===== src/tlvf_pkg.sv =====
package tlvf_pkg;

    // width of a nesting level, enough for the deepest stack
    localparam int NEST_W = 4;
    // width of a buffer position or scope end
    localparam int POS_W = 17;

    // parse phase of the header walker
    typedef enum logic [2:0] {
        PH_IDLE,
        PH_TAG1,
        PH_TAG2,
        PH_TAGC,
        PH_LEN1,
        PH_LENX,
        PH_SKIP
    } t_phase;

    // input word: one buffer byte, with the start flag and length
    typedef struct packed {
        logic        start_req;
        logic [15:0] buffer_length;
        logic [7:0]  data_byte;
    } t_in_item;

    // result word: one per buffer whose search finishes
    typedef struct packed {
        logic              found;
        logic [15:0]       found_tag;
        logic              is_constructed;
        logic [15:0]       value_offset;
        logic [15:0]       value_length;
        logic [NEST_W-1:0] nest_level;
        logic              nest_overflow;
    } t_result;

    // parser to scope stack
    typedef struct packed {
        logic              upd;
        logic [NEST_W-1:0] lvl_base;
        logic              push;
        logic [POS_W-1:0]  push_end;
        logic [POS_W-1:0]  pos;
    } t_stack_cmd;

    // scope stack to parser
    typedef struct packed {
        logic [NEST_W-1:0] level;
        logic [POS_W-1:0]  top_end;
        logic [NEST_W-1:0] n_level;
    } t_stack_stat;

endpackage


===== src/tlvf_scope_stack.sv =====
module tlvf_scope_stack #(
    parameter int NEST_DEPTH = 8
) (
    input  logic                 i_clk,
    input  logic                 i_rst_n,
    input  tlvf_pkg::t_stack_cmd i_cmd,
    output tlvf_pkg::t_stack_stat o_stat
);

    localparam int IDX_W = (NEST_DEPTH > 1) ? $clog2(NEST_DEPTH) : 1;

    logic [tlvf_pkg::POS_W-1:0]  r_stack [NEST_DEPTH];
    logic [tlvf_pkg::NEST_W-1:0] r_level;
    logic [tlvf_pkg::NEST_W-1:0] lvl_m1;
    logic [tlvf_pkg::NEST_W-1:0] lvl_after;
    logic [NEST_DEPTH-1:0]       keep;

    // end of the innermost open scope, then the parallel pop:
    // scopes still open past this byte form a prefix of the stack
    always_comb begin
        lvl_m1 = r_level - tlvf_pkg::NEST_W'(1);
        if (r_level == '0) begin
            o_stat.top_end = '0;
        end else begin
            o_stat.top_end = r_stack[lvl_m1[IDX_W-1:0]];
        end

        lvl_after = i_cmd.lvl_base + tlvf_pkg::NEST_W'(i_cmd.push);
        for (int i = 0; i < NEST_DEPTH; i++) begin
            if (i_cmd.push && (tlvf_pkg::NEST_W'(i) == i_cmd.lvl_base)) begin
                keep[i] = (tlvf_pkg::NEST_W'(i) < lvl_after) && (i_cmd.push_end > i_cmd.pos);
            end else begin
                keep[i] = (tlvf_pkg::NEST_W'(i) < lvl_after) && (r_stack[i] > i_cmd.pos);
            end
        end
        o_stat.n_level = tlvf_pkg::NEST_W'($countones(keep));
        o_stat.level   = r_level;
    end

    // scope end entries
    always_ff @(posedge i_clk) begin
        if (i_cmd.upd && i_cmd.push) begin
            r_stack[i_cmd.lvl_base[IDX_W-1:0]] <= i_cmd.push_end;
        end
    end

    // stack level
    always_ff @(posedge i_clk) begin
        if (!i_rst_n) begin
            r_level <= '0;
        end else if (i_cmd.upd) begin
            r_level <= o_stat.n_level;
        end
    end

    a_level_bound: assert property (@(posedge i_clk) disable iff (!i_rst_n)
        r_level <= tlvf_pkg::NEST_W'(NEST_DEPTH))
        else $error("scope stack level beyond depth");

    a_push_room: assert property (@(posedge i_clk) disable iff (!i_rst_n)
        (i_cmd.upd && i_cmd.push) |-> (i_cmd.lvl_base < tlvf_pkg::NEST_W'(NEST_DEPTH)))
        else $error("push onto a full scope stack");

endmodule


===== src/tlvf_parser.sv =====
module tlvf_parser #(
    parameter int NEST_DEPTH = 8
) (
    input  logic                  i_clk,
    input  logic                  i_rst_n,
    input  logic                  i_fire,
    input  tlvf_pkg::t_in_item    i_item,
    input  logic [15:0]           i_target,
    input  tlvf_pkg::t_stack_stat i_stk,
    output tlvf_pkg::t_stack_cmd  o_stk,
    output logic                  o_res_valid,
    output tlvf_pkg::t_result     o_res
);

    // header walker state
    tlvf_pkg::t_phase            r_phase;
    logic                        r_done;
    logic                        r_ovf;
    logic [tlvf_pkg::POS_W-1:0]  r_pos;
    logic [tlvf_pkg::POS_W-1:0]  r_total;
    logic [15:0]                 r_tag;
    logic                        r_cons;
    logic [15:0]                 r_acc;
    logic [1:0]                  r_left;
    logic [tlvf_pkg::POS_W-1:0]  r_skip;

    // next values
    tlvf_pkg::t_phase            n_phase;
    tlvf_pkg::t_phase            n_phase_sel;
    logic                        n_done;
    logic                        n_ovf;
    logic [tlvf_pkg::POS_W-1:0]  n_total;
    logic [15:0]                 n_tag;
    logic                        n_cons;
    logic [15:0]                 n_acc;
    logic [1:0]                  n_left;
    logic [tlvf_pkg::POS_W-1:0]  n_skip;

    // working values of this byte
    logic                        start;
    logic                        active;
    logic                        empty;
    logic [7:0]                  b;
    tlvf_pkg::t_phase            ph_b;
    tlvf_pkg::t_phase            ph_y;
    logic [tlvf_pkg::POS_W-1:0]  pos_b;
    logic [tlvf_pkg::POS_W-1:0]  np;
    logic [tlvf_pkg::NEST_W-1:0] lvl_b;
    logic [15:0]                 tag_b;
    logic                        cons_b;
    logic [15:0]                 acc_b;
    logic [1:0]                  left_b;
    logic [tlvf_pkg::POS_W-1:0]  skip_b;
    logic [tlvf_pkg::POS_W-1:0]  scope_end;
    logic [tlvf_pkg::POS_W-1:0]  val_end;
    logic [15:0]                 len;
    logic                        hdr;
    logic                        bad;
    logic                        fail;
    logic                        fail_top;
    logic                        hit;
    logic                        push;
    logic                        data_skip;
    logic                        popped;
    logic                        close_top;
    logic                        finish;

    // decode of one byte against the header grammar and the scopes
    always_comb begin
        start  = i_item.start_req;
        active = i_fire && (start || !r_done);
        empty  = start && (i_item.buffer_length == '0);
        b      = i_item.data_byte;

        n_total = start ? {1'b0, i_item.buffer_length} : r_total;
        pos_b   = start ? '0 : r_pos;
        lvl_b   = start ? '0 : i_stk.level;
        tag_b   = start ? '0 : r_tag;
        cons_b  = start ? 1'b0 : r_cons;
        acc_b   = start ? '0 : r_acc;
        left_b  = start ? '0 : r_left;
        skip_b  = start ? '0 : r_skip;
        ph_b    = start ? tlvf_pkg::PH_TAG1 : r_phase;
        n_ovf   = start ? 1'b0 : r_ovf;

        np        = pos_b + tlvf_pkg::POS_W'(1);
        scope_end = (lvl_b == '0) ? n_total : i_stk.top_end;

        n_phase = ph_b;
        n_tag   = tag_b;
        n_cons  = cons_b;
        n_acc   = acc_b;
        n_left  = left_b;
        len     = '0;
        hdr     = 1'b0;
        bad     = 1'b0;

        unique case (ph_b)
            tlvf_pkg::PH_TAG1: begin
                n_tag   = {8'h00, b};
                n_cons  = b[5];
                n_phase = (b[4:0] == 5'h1F) ? tlvf_pkg::PH_TAG2 : tlvf_pkg::PH_LEN1;
            end
            tlvf_pkg::PH_TAG2: begin
                n_tag   = {tag_b[7:0], b};
                n_phase = b[7] ? tlvf_pkg::PH_TAGC : tlvf_pkg::PH_LEN1;
            end
            tlvf_pkg::PH_TAGC: begin
                if (!b[7]) begin
                    n_phase = tlvf_pkg::PH_LEN1;
                end
            end
            tlvf_pkg::PH_LEN1: begin
                if (!b[7]) begin
                    len = {8'h00, b};
                    hdr = 1'b1;
                end else if ((b[6:0] == 7'd1) || (b[6:0] == 7'd2)) begin
                    n_left  = b[1:0];
                    n_acc   = '0;
                    n_phase = tlvf_pkg::PH_LENX;
                end else begin
                    bad = 1'b1;
                end
            end
            tlvf_pkg::PH_LENX: begin
                n_acc  = {acc_b[7:0], b};
                n_left = left_b - 2'd1;
                if (n_left == 2'd0) begin
                    len = n_acc;
                    hdr = 1'b1;
                end
            end
            default: begin
                // skipped value byte, or no search running
            end
        endcase

        val_end   = np + tlvf_pkg::POS_W'(len);
        fail      = bad || (hdr && ((scope_end < np)
                    || (tlvf_pkg::POS_W'(len) > (scope_end - np))));
        fail_top  = fail && (lvl_b == '0);
        hit       = hdr && !fail && (n_tag == i_target);
        push      = hdr && !fail && !hit && n_cons
                    && (lvl_b < tlvf_pkg::NEST_W'(NEST_DEPTH));
        data_skip = hdr && !fail && !hit && !push;

        if (data_skip && n_cons) begin
            n_ovf = 1'b1;
        end

        if (fail) begin
            n_skip = scope_end;
        end else if (data_skip) begin
            n_skip = val_end;
        end else begin
            n_skip = skip_b;
        end

        if (fail || data_skip) begin
            ph_y = tlvf_pkg::PH_SKIP;
        end else if (push) begin
            ph_y = tlvf_pkg::PH_TAG1;
        end else begin
            ph_y = n_phase;
        end
        if ((ph_y == tlvf_pkg::PH_SKIP) && (np >= n_skip)) begin
            ph_y = tlvf_pkg::PH_TAG1;
        end

        // scope closing after the stack update
        popped    = i_stk.n_level < (lvl_b + tlvf_pkg::NEST_W'(push));
        close_top = (i_stk.n_level == '0) && (np >= n_total);
        finish    = active && (empty || fail_top || hit || close_top);
        n_done    = finish;
    end

    // next phase
    always_comb begin
        if (finish) begin
            n_phase_sel = tlvf_pkg::PH_IDLE;
        end else if (popped) begin
            n_phase_sel = tlvf_pkg::PH_TAG1;
        end else begin
            n_phase_sel = ph_y;
        end
    end

    // stack command and result word
    always_comb begin
        o_stk.upd      = active && !empty && !fail_top && !hit;
        o_stk.lvl_base = lvl_b;
        o_stk.push     = push;
        o_stk.push_end = val_end;
        o_stk.pos      = np;

        o_res_valid          = finish;
        o_res.found          = hit;
        o_res.found_tag      = hit ? n_tag : '0;
        o_res.is_constructed = hit && n_cons;
        o_res.value_offset   = hit ? np[15:0] : '0;
        o_res.value_length   = hit ? len : '0;
        o_res.nest_level     = hit ? lvl_b : '0;
        o_res.nest_overflow  = n_ovf;
    end

    // control state
    always_ff @(posedge i_clk) begin
        if (!i_rst_n) begin
            r_phase <= tlvf_pkg::PH_IDLE;
            r_done  <= 1'b1;
            r_ovf   <= 1'b0;
        end else if (active) begin
            r_phase <= n_phase_sel;
            r_done  <= n_done;
            r_ovf   <= n_ovf;
        end
    end

    // header and position registers, loaded on every active byte
    always_ff @(posedge i_clk) begin
        if (active) begin
            r_pos   <= np;
            r_total <= n_total;
            r_tag   <= n_tag;
            r_cons  <= n_cons;
            r_acc   <= n_acc;
            r_left  <= n_left;
            r_skip  <= n_skip;
        end
    end

    a_done_after_result: assert property (@(posedge i_clk) disable iff (!i_rst_n)
        o_res_valid |=> r_done)
        else $error("search still running after its result");

    a_done_idle: assert property (@(posedge i_clk) disable iff (!i_rst_n)
        r_done |-> (r_phase == tlvf_pkg::PH_IDLE))
        else $error("finished search left in a parse phase");

endmodule


===== src/ber_tlv_tag_finder.sv =====
// BER-TLV tag finder. Takes one buffer byte per word on the input channel and
// walks the elements depth first, entering constructed values and skipping
// primitive ones, until it meets the first element whose tag equals the
// configured target tag. A word with start_req set begins a new buffer (and
// drops any search in progress); it carries byte 0 unless buffer_length is 0.
// One result word comes out per buffer not dropped: on the byte that completes the
// matching header, or on the byte that ends the search without a match. One
// byte is accepted every cycle while the result side takes its words; a byte
// passes an input register and the combinational header decode with its parallel
// scope-stack pop, and its result is then registered in the output register.
// Scopes nest up to NEST_DEPTH deep; deeper constructed values are skipped and
// nest_overflow is raised. Write target_tag only while no buffer is being
// searched. No clearing pass follows reset.
module ber_tlv_tag_finder #(
    parameter int NEST_DEPTH = 8
) (
    input  logic               i_clk,
    input  logic               i_rst_n,
    input  logic               i_in_valid,
    output logic               o_in_ready,
    input  tlvf_pkg::t_in_item i_in_data,
    output logic               o_out_valid,
    input  logic               i_out_ready,
    output tlvf_pkg::t_result  o_out_data,
    input  logic               i_cfg_valid,
    output logic               o_cfg_ready,
    input  logic [15:0]        i_cfg_data
);

    logic                  r_in_valid;
    tlvf_pkg::t_in_item    r_in_item;
    logic                  r_out_valid;
    tlvf_pkg::t_result     r_out;
    logic [15:0]           r_target;
    logic                  proc_fire;
    logic                  res_valid;
    tlvf_pkg::t_result     res;
    tlvf_pkg::t_stack_cmd  stk_cmd;
    tlvf_pkg::t_stack_stat stk_stat;

    // handshakes: a word is processed when the result register has room
    assign proc_fire   = r_in_valid && (!r_out_valid || i_out_ready);
    assign o_in_ready  = !r_in_valid || proc_fire;
    assign o_cfg_ready = 1'b1;
    assign o_out_valid = r_out_valid;
    assign o_out_data  = r_out;

    // target tag register
    always_ff @(posedge i_clk) begin
        if (!i_rst_n) begin
            r_target <= '0;
        end else if (i_cfg_valid) begin
            r_target <= i_cfg_data;
        end
    end

    // input register
    always_ff @(posedge i_clk) begin
        if (!i_rst_n) begin
            r_in_valid <= 1'b0;
        end else if (i_in_valid && o_in_ready) begin
            r_in_valid <= 1'b1;
        end else if (proc_fire) begin
            r_in_valid <= 1'b0;
        end
    end

    always_ff @(posedge i_clk) begin
        if (i_in_valid && o_in_ready) begin
            r_in_item <= i_in_data;
        end
    end

    // header decode
    tlvf_parser #(
        .NEST_DEPTH(NEST_DEPTH)
    ) u_parser (
        .i_clk      (i_clk),
        .i_rst_n    (i_rst_n),
        .i_fire     (proc_fire),
        .i_item     (r_in_item),
        .i_target   (r_target),
        .i_stk      (stk_stat),
        .o_stk      (stk_cmd),
        .o_res_valid(res_valid),
        .o_res      (res)
    );

    // scope ends of the open constructed values
    tlvf_scope_stack #(
        .NEST_DEPTH(NEST_DEPTH)
    ) u_stack (
        .i_clk  (i_clk),
        .i_rst_n(i_rst_n),
        .i_cmd  (stk_cmd),
        .o_stat (stk_stat)
    );

    // result register
    always_ff @(posedge i_clk) begin
        if (!i_rst_n) begin
            r_out_valid <= 1'b0;
        end else if (res_valid) begin
            r_out_valid <= 1'b1;
        end else if (i_out_ready) begin
            r_out_valid <= 1'b0;
        end
    end

    always_ff @(posedge i_clk) begin
        if (res_valid) begin
            r_out <= res;
        end
    end

    a_result_needs_word: assert property (@(posedge i_clk) disable iff (!i_rst_n)
        res_valid |-> proc_fire)
        else $error("result produced without a processed word");

    a_stall_cause: assert property (@(posedge i_clk) disable iff (!i_rst_n)
        !o_in_ready |-> (r_in_valid && r_out_valid && !i_out_ready))
        else $error("input stalled with the result side free");

endmodule


===== config.mk =====
export PLATFORM = sky130hd
export DESIGN_NAME = ber_tlv_tag_finder
export DESIGN_NICKNAME = d
export VERILOG_FILES = /design/src/tlvf_pkg.sv /design/src/tlvf_scope_stack.sv /design/src/tlvf_parser.sv /design/src/ber_tlv_tag_finder.sv
export SDC_FILE = /design/constraint.sdc
export NUM_CORES = 1
export LEC_CHECK = 0
export ABC_AREA = 1
export BUFFER_PORTS_ARGS = -buffer_cell sky130_fd_sc_hd__buf_2
export CORE_MARGIN = 8
export CORE_UTILIZATION = 40
export DETAILED_ROUTE_END_ITERATION = 16
export SYNTH_ARGS = -nofsm -noshare
export SYNTH_HDL_FRONTEND = slang
export SYNTH_SLANG_ARGS = --single-unit

===== constraint.sdc =====
create_clock -name i_clk -period 12.28 [get_ports i_clk]
set_input_delay 1.228 -clock i_clk [delete_from_list [all_inputs] [get_ports i_clk]]
set_output_delay 1.228 -clock i_clk [all_outputs]
set_load 0.02 [all_outputs]

# ---- Word level (Yosys, flattened, before mapping)
# Memories as Yosys holds them, arrays and structs flattened.
# Index checks and enable logic that the tools add are counted.
dict set report totals {
  reg_bits 193
  ram_bits 136
  inputBits 46
  out_inout_bits 58
  wordCells 205
  n_memories 1
}
dict set report classes {
  addsub 13
  order_cmp 23
  n_eq_ne 17
  n_mux 57
  reduce_logical 70
}
# memory words width read_ports rd_clocked_by_memory_dff wr line_no
set mem_list {}
lappend mem_list {u_stack.r_stack 8 17 9 0 1 tlvf_scope_stack.sv:12} ;# logic [tlvf_pkg::POS_W-1:0] r_stack [NEST_DEPTH];
# operator count
set ops {}
lappend ops {{greater-than comparator 17 bit} 9}
lappend ops {{2-to-1 mux 17 bit} 7}
lappend ops {{case mux 16 bit (2 select lines)} 3}
lappend ops {{2-to-1 mux 16 bit} 5}
lappend ops {{logical AND 1 bit} 45}
lappend ops {{>= comparator 17 bit} 2}
lappend ops {{2-to-1 mux 3 bit} 11}
lappend ops {{2-to-1 mux 1 bit} 23}
lappend ops {{adder 17 x 1 -> 17 bit, second input constant} 1}
lappend ops {{adder 17 x 16 -> 17 bit} 1}
lappend ops {{greater-than comparator 16 x 17 -> 1 bit} 1}
lappend ops {{less-than comparator 17 bit} 1}
lappend ops {{subtractor 17 bit} 1}
lappend ops {{equality test 16 bit} 1}
lappend ops {{equality test 3 x 4 -> 1 bit, first input constant} 4}
lappend ops {{logical NOT 16 bit} 1}
lappend ops {{less-than comparator 3 x 4 -> 1 bit, first input constant} 4}
lappend ops {{adder 4 bit} 3}
lappend ops {{logical NOT 4 bit} 3}
lappend ops {{case mux 3 bit (4 select lines)} 1}
lappend ops {{logical OR 1 bit} 10}
lappend ops {{equality test 3 bit, second input constant} 3}
lappend ops {{adder 1 x 1 -> 2 bit} 4}
lappend ops {{equality test 2 x 4 -> 1 bit, first input constant} 2}
lappend ops {{other kinds (21)} 34}

# ---- Longest topological paths before layout
dict set report depth {
  ltp_word 28
  mapped_depth 58
}

# ---- Modules after synthesis
# From an unflattened synthesis, not the netlist that was laid out.
dict set report hier_totals {
  cells_unflattened 2518
  area_unflattened_um2 21720.8
}
# module n_inst cells_each area_per_inst_um2 seq_area_each_um2
set modules_own_cells {}
lappend modules_own_cells {tlvf_scope_stack 1 1110 9865.7 4164.0}
lappend modules_own_cells {tlvf_parser 1 1246 8808.4 2442.3}
lappend modules_own_cells {ber_tlv_tag_finder 1 162 3046.7 2762.6}

# ---- Least setup slack after synthesis
# Ideal clock, no wire load.
dict set report synth_path {
  path_kind {register to register}
  startpoint {register r_in_item[24] (netlist bit)}
  endpoint {register r_out (netlist bit o_out_data[0]), enable pin}
  setup_time_ps 409
  t_arrival_ps 9632
  t_required_ps 11871
  slack_ps 2239
  path_stages_with_launch 52
  period_less_slack_ps 10041
  path_cell_list {edfxtp_1 buf_6 clkbuf_1 clkbuf_1 buf_1 nor2_1 ha_1 inv_1 nor3_4 nand3_2 xor2_1 ha_1 a21oi_1 o21ai_0 a21oi_1 o21ai_0 xnor2_1 ha_1 [... 16 more ...] nor2_1 a21oi_1 nand2_1 a21oi_1 ha_1 inv_1 fa_1 fa_1 inv_1 ha_1 inv_1 fa_1 inv_1 nor4_1 o21ai_0 inv_1 o21ai_0 inv_1}
}
dict set report synth_via {
  elab_chain_len 27
  word_cells_on_any_way 115
  classes_between {12 x add/sub; 21 x order compare; 12 x eq/ne; 24 x mux; 46 x reduce/logical}
}
# item line_no
set synth_lines {}
lappend synth_lines {{start, declared} ber_tlv_tag_finder.sv:31} ;# tlvf_pkg::t_in_item r_in_item;
lappend synth_lines {{start signal, assigned} ber_tlv_tag_finder.sv:70} ;# r_in_item <= i_in_data;
lappend synth_lines {{parallel branches: the longest is 26 deep, another holds adder 17 x 1 -> 17 bit} --}
lappend synth_lines {{logical AND 1 bit (*)} tlvf_parser.sv:173} ;# finish = active && (empty || fail_top || hit || close_top);
lappend synth_lines {{named net res_valid} ber_tlv_tag_finder.sv:36} ;# logic res_valid;
lappend synth_lines {{end signal, assigned} ber_tlv_tag_finder.sv:112} ;# r_out <= res;
lappend synth_lines {{end, declared} ber_tlv_tag_finder.sv:33} ;# tlvf_pkg::t_result r_out;
# Mark *: on every way through the listed nets, which the timed path passes.
# A chain may end at the register's enable or synchronous reset.

# ---- Worst setup path after layout
dict set report layout_path {
  startpoint {register r_in_item[24] (netlist bit)}
  endpoint {register r_out (netlist bit o_out_data[24]), enable pin}
}
# The elaborated chain is that of the path after synthesis.

==> metrics <==
Starting Density=0.401; drt drc=0; vias per inst=5.50; Wirelength per Cell=20.8 um; xor/xnor share of the synthesized area=0.0176; final worst path period need=11.19 ns; final cell count without fillers=3016; ratio of cells with drive above 1 in the final layout=0.111; buffers inserted by post-CTS timing repair=0; post-synthesis cell type count=65; Slew Viols, Final=0; CP max-delay cell=nor2_1; worst vdd ir=0.0808 mV; Mapped Cells=2195; Pre-antenna DRT Iters=6; number of core rows=83; post-synthesis simple-gate area fraction=0.173; YS warnings=0; Die Ht=242 um; Post-Place Cells=2953; global-route usage over all layers=0.208; first-pass GRT wire length=96000 um; fraction of the mapped netlist area in compound gates=0.136; most frequent cells in the layout=nand2_1 (343), edfxtp_1 (294), ha_1 (248); grt ovf=0; Die Area=58600 um^2; GP Congestion=0.962; Total Neg Setup Slack=0 ns; fin worst setup slack=1.09 ns; core area=51000 um^2; Slew @ Worst Pin=1.15 ns; area delta synth->final=12.8%; vias post-DR=16590; post-DP HPWL=47600 um; Syn Nets=2495; cts bufs inserted=37; Synth Flop Type=edfxtp_1; CP Capture Type=register; Fin Hold WS=0.475 ns; EDFF count, synth=294; largest stage delay on the critical path=0.77 ns; final hold violation count=0; CTS tree=yes; pwr/cell area=123 nW/um^2; post_cts resized=0; largest family of logic cells by synthesized area=simple AND/OR/NAND/NOR gates; Synth Cell Area=20500 um^2; # IOs=104; Root Buffer=clkbuf_16; WL final=62600 um; most common cell after layout, fill and taps aside=nand2_1; Peak Freq=89.3 MHz; Slew headroom=0.230; total of max-cap violations=0; fin crit share=0.912; nets=2612; DIE WIDTH=242 um; I/O Buffers=102; # diodes=0; pre-CTS setup slack=1.28 ns; run status=finished clean; Setup Skew=0.0207 ns; antenna violations before repair=0; RSZ-0062 raised after global routing=false; flop and latch count out of synthesis=321; clk_lat worst skew=0.55 ns; CP startpoint kind=register; # setup viols final=0; multiplexer share of the synthesized area=0; class of the worst hold path=reg -> reg; CP Max Fanout=35; initial DRC count=1528; htree depth=2; Seq/Total Area, Yosys=0.458; Lkg Pwr=9.70 nW; share of synthesized registers carrying an async set or reset=0; Worst EP required=12.52 ns; Clock Pin Slew Worst Setup and Hold Paths=0.06 ns; Worst path most repeated cell=inv_1; final core occ=0.452; Crit Path Class=reg -> reg; syn avg cell area=9.32 um^2; CTS sink cnt=321; vias in the first global route=16167; arrival time worst endpoint=11.43 ns; synthesized-area fraction occupied by adder cells=0.158; Post-DRT Antenna Nets=0; Max clock buf depth=3; hold_buf cts=0; largest net degree at the start of global routing=73
-- flip-flops by register name, indices dropped and copies added (netlist names) --
name and flops:
o_out_valid 1, u_stack.r_level 4, u_parser.r_pos 17, u_parser.r_total 17, u_parser.r_acc 8, u_parser.r_skip 17
o_out_data 55, u_parser.r_done 1, u_parser.r_tag 16, u_parser.r_ovf 1, u_parser.r_phase 3, u_parser.r_left 2
r_target 16, r_in_valid 1, u_parser.r_cons 1, r_in_item 25, u_stack.r_stack 136
-- per-stage QoR --
stage,cell area (um^2),power (mW)
floorplan,20500,1.58
global placement,21900,1.72
detailed placement,21900,1.73
CTS,23100,2.86
global route,23100,2.96
finish,23100,2.84
-- report_power, final --
part	switching, mW	internal, mW
registers	0.0114	1.22
clock network	0.449	0.676
logic	0.328	0.155
-- final timing paths --
| check | start | to | slack (ns) | depth (start not counted) |
|---|---|---|---|---|
| min reg2reg | r_target[3] | r_target[3] | 0.47 | 2 |
| min | r_target[3] | r_target[3] | 0.47 | 2 |
| max | r_in_item[24] | o_out_data[24] | 1.09 | 47 |
| max reg2reg | r_in_item[24] | o_out_data[24] | 1.09 | 47 |
-- cells in the mapped netlist, types with 12 or more instances --
master,n,area share
dfxtp_1,27,0.026
nand4_1,29,0.0089
o221ai_1,34,0.015
nand3_1,88,0.022
o21ai_0,181,0.044
a21oi_1,162,0.040
xnor2_1,12,0.0051
nor4_1,14,0.0043
o211ai_1,12,0.0044
xor2_1,29,0.012
nor3_1,47,0.011
ha_1,248,0.15
edfxtp_1,294,0.43
inv_1,221,0.041
nand2_1,344,0.063
o21ai_1,20,0.0049
clkbuf_1,40,0.0073
nor2_1,231,0.042
-- layer usage --
| layer | part of all wire | routed length [um] | GRT usage |
|---|---|---|---|
| met5 | 0 | 0 | 0 |
| met4 | 0.034 | 2110 | 0.0738 |
| met3 | 0.069 | 4320 | 0.0327 |
| met2 | 0.45 | 28300 | 0.334 |
| met1 | 0.45 | 27900 | 0.284 |
-- layout make-up --
type                    count  area, um^2
flip-flops and latches    321        9370
clock buffers              43         948
repair buffers            138         793
well taps                 680         851
multi-input cells        1580        9970
inverters                 234         888
fillers                  4871       27900
clock inverters            20         248
-- cell families (layout without fill, tap and decap cells) --
kind of cell | count (synthesis) | count (layout)
adders and majority gates | 254 | 254
other | 1 | 1
xor gates and xnor gates | 41 | 41
AOI/OAI and AO/OA | 479 | 479
and+or+nand+nor | 805 | 805
buffers and inverters | 294 | 435
DFF | 321 | 321
-- worst max-delay path: cells and delay by family, from the launching register on --
family                     cells  cell delay, ns
adders and majority gates      9            2.83
AOI/OAI and AO/OA             10            2.06
buffers and inverters         11            2.02
xor gates and xnor gates       2            0.48
and+or+nand+nor               15            2.86
DFF                            1            0.59
No activity file was read; power rests on OpenSTA's default activity.
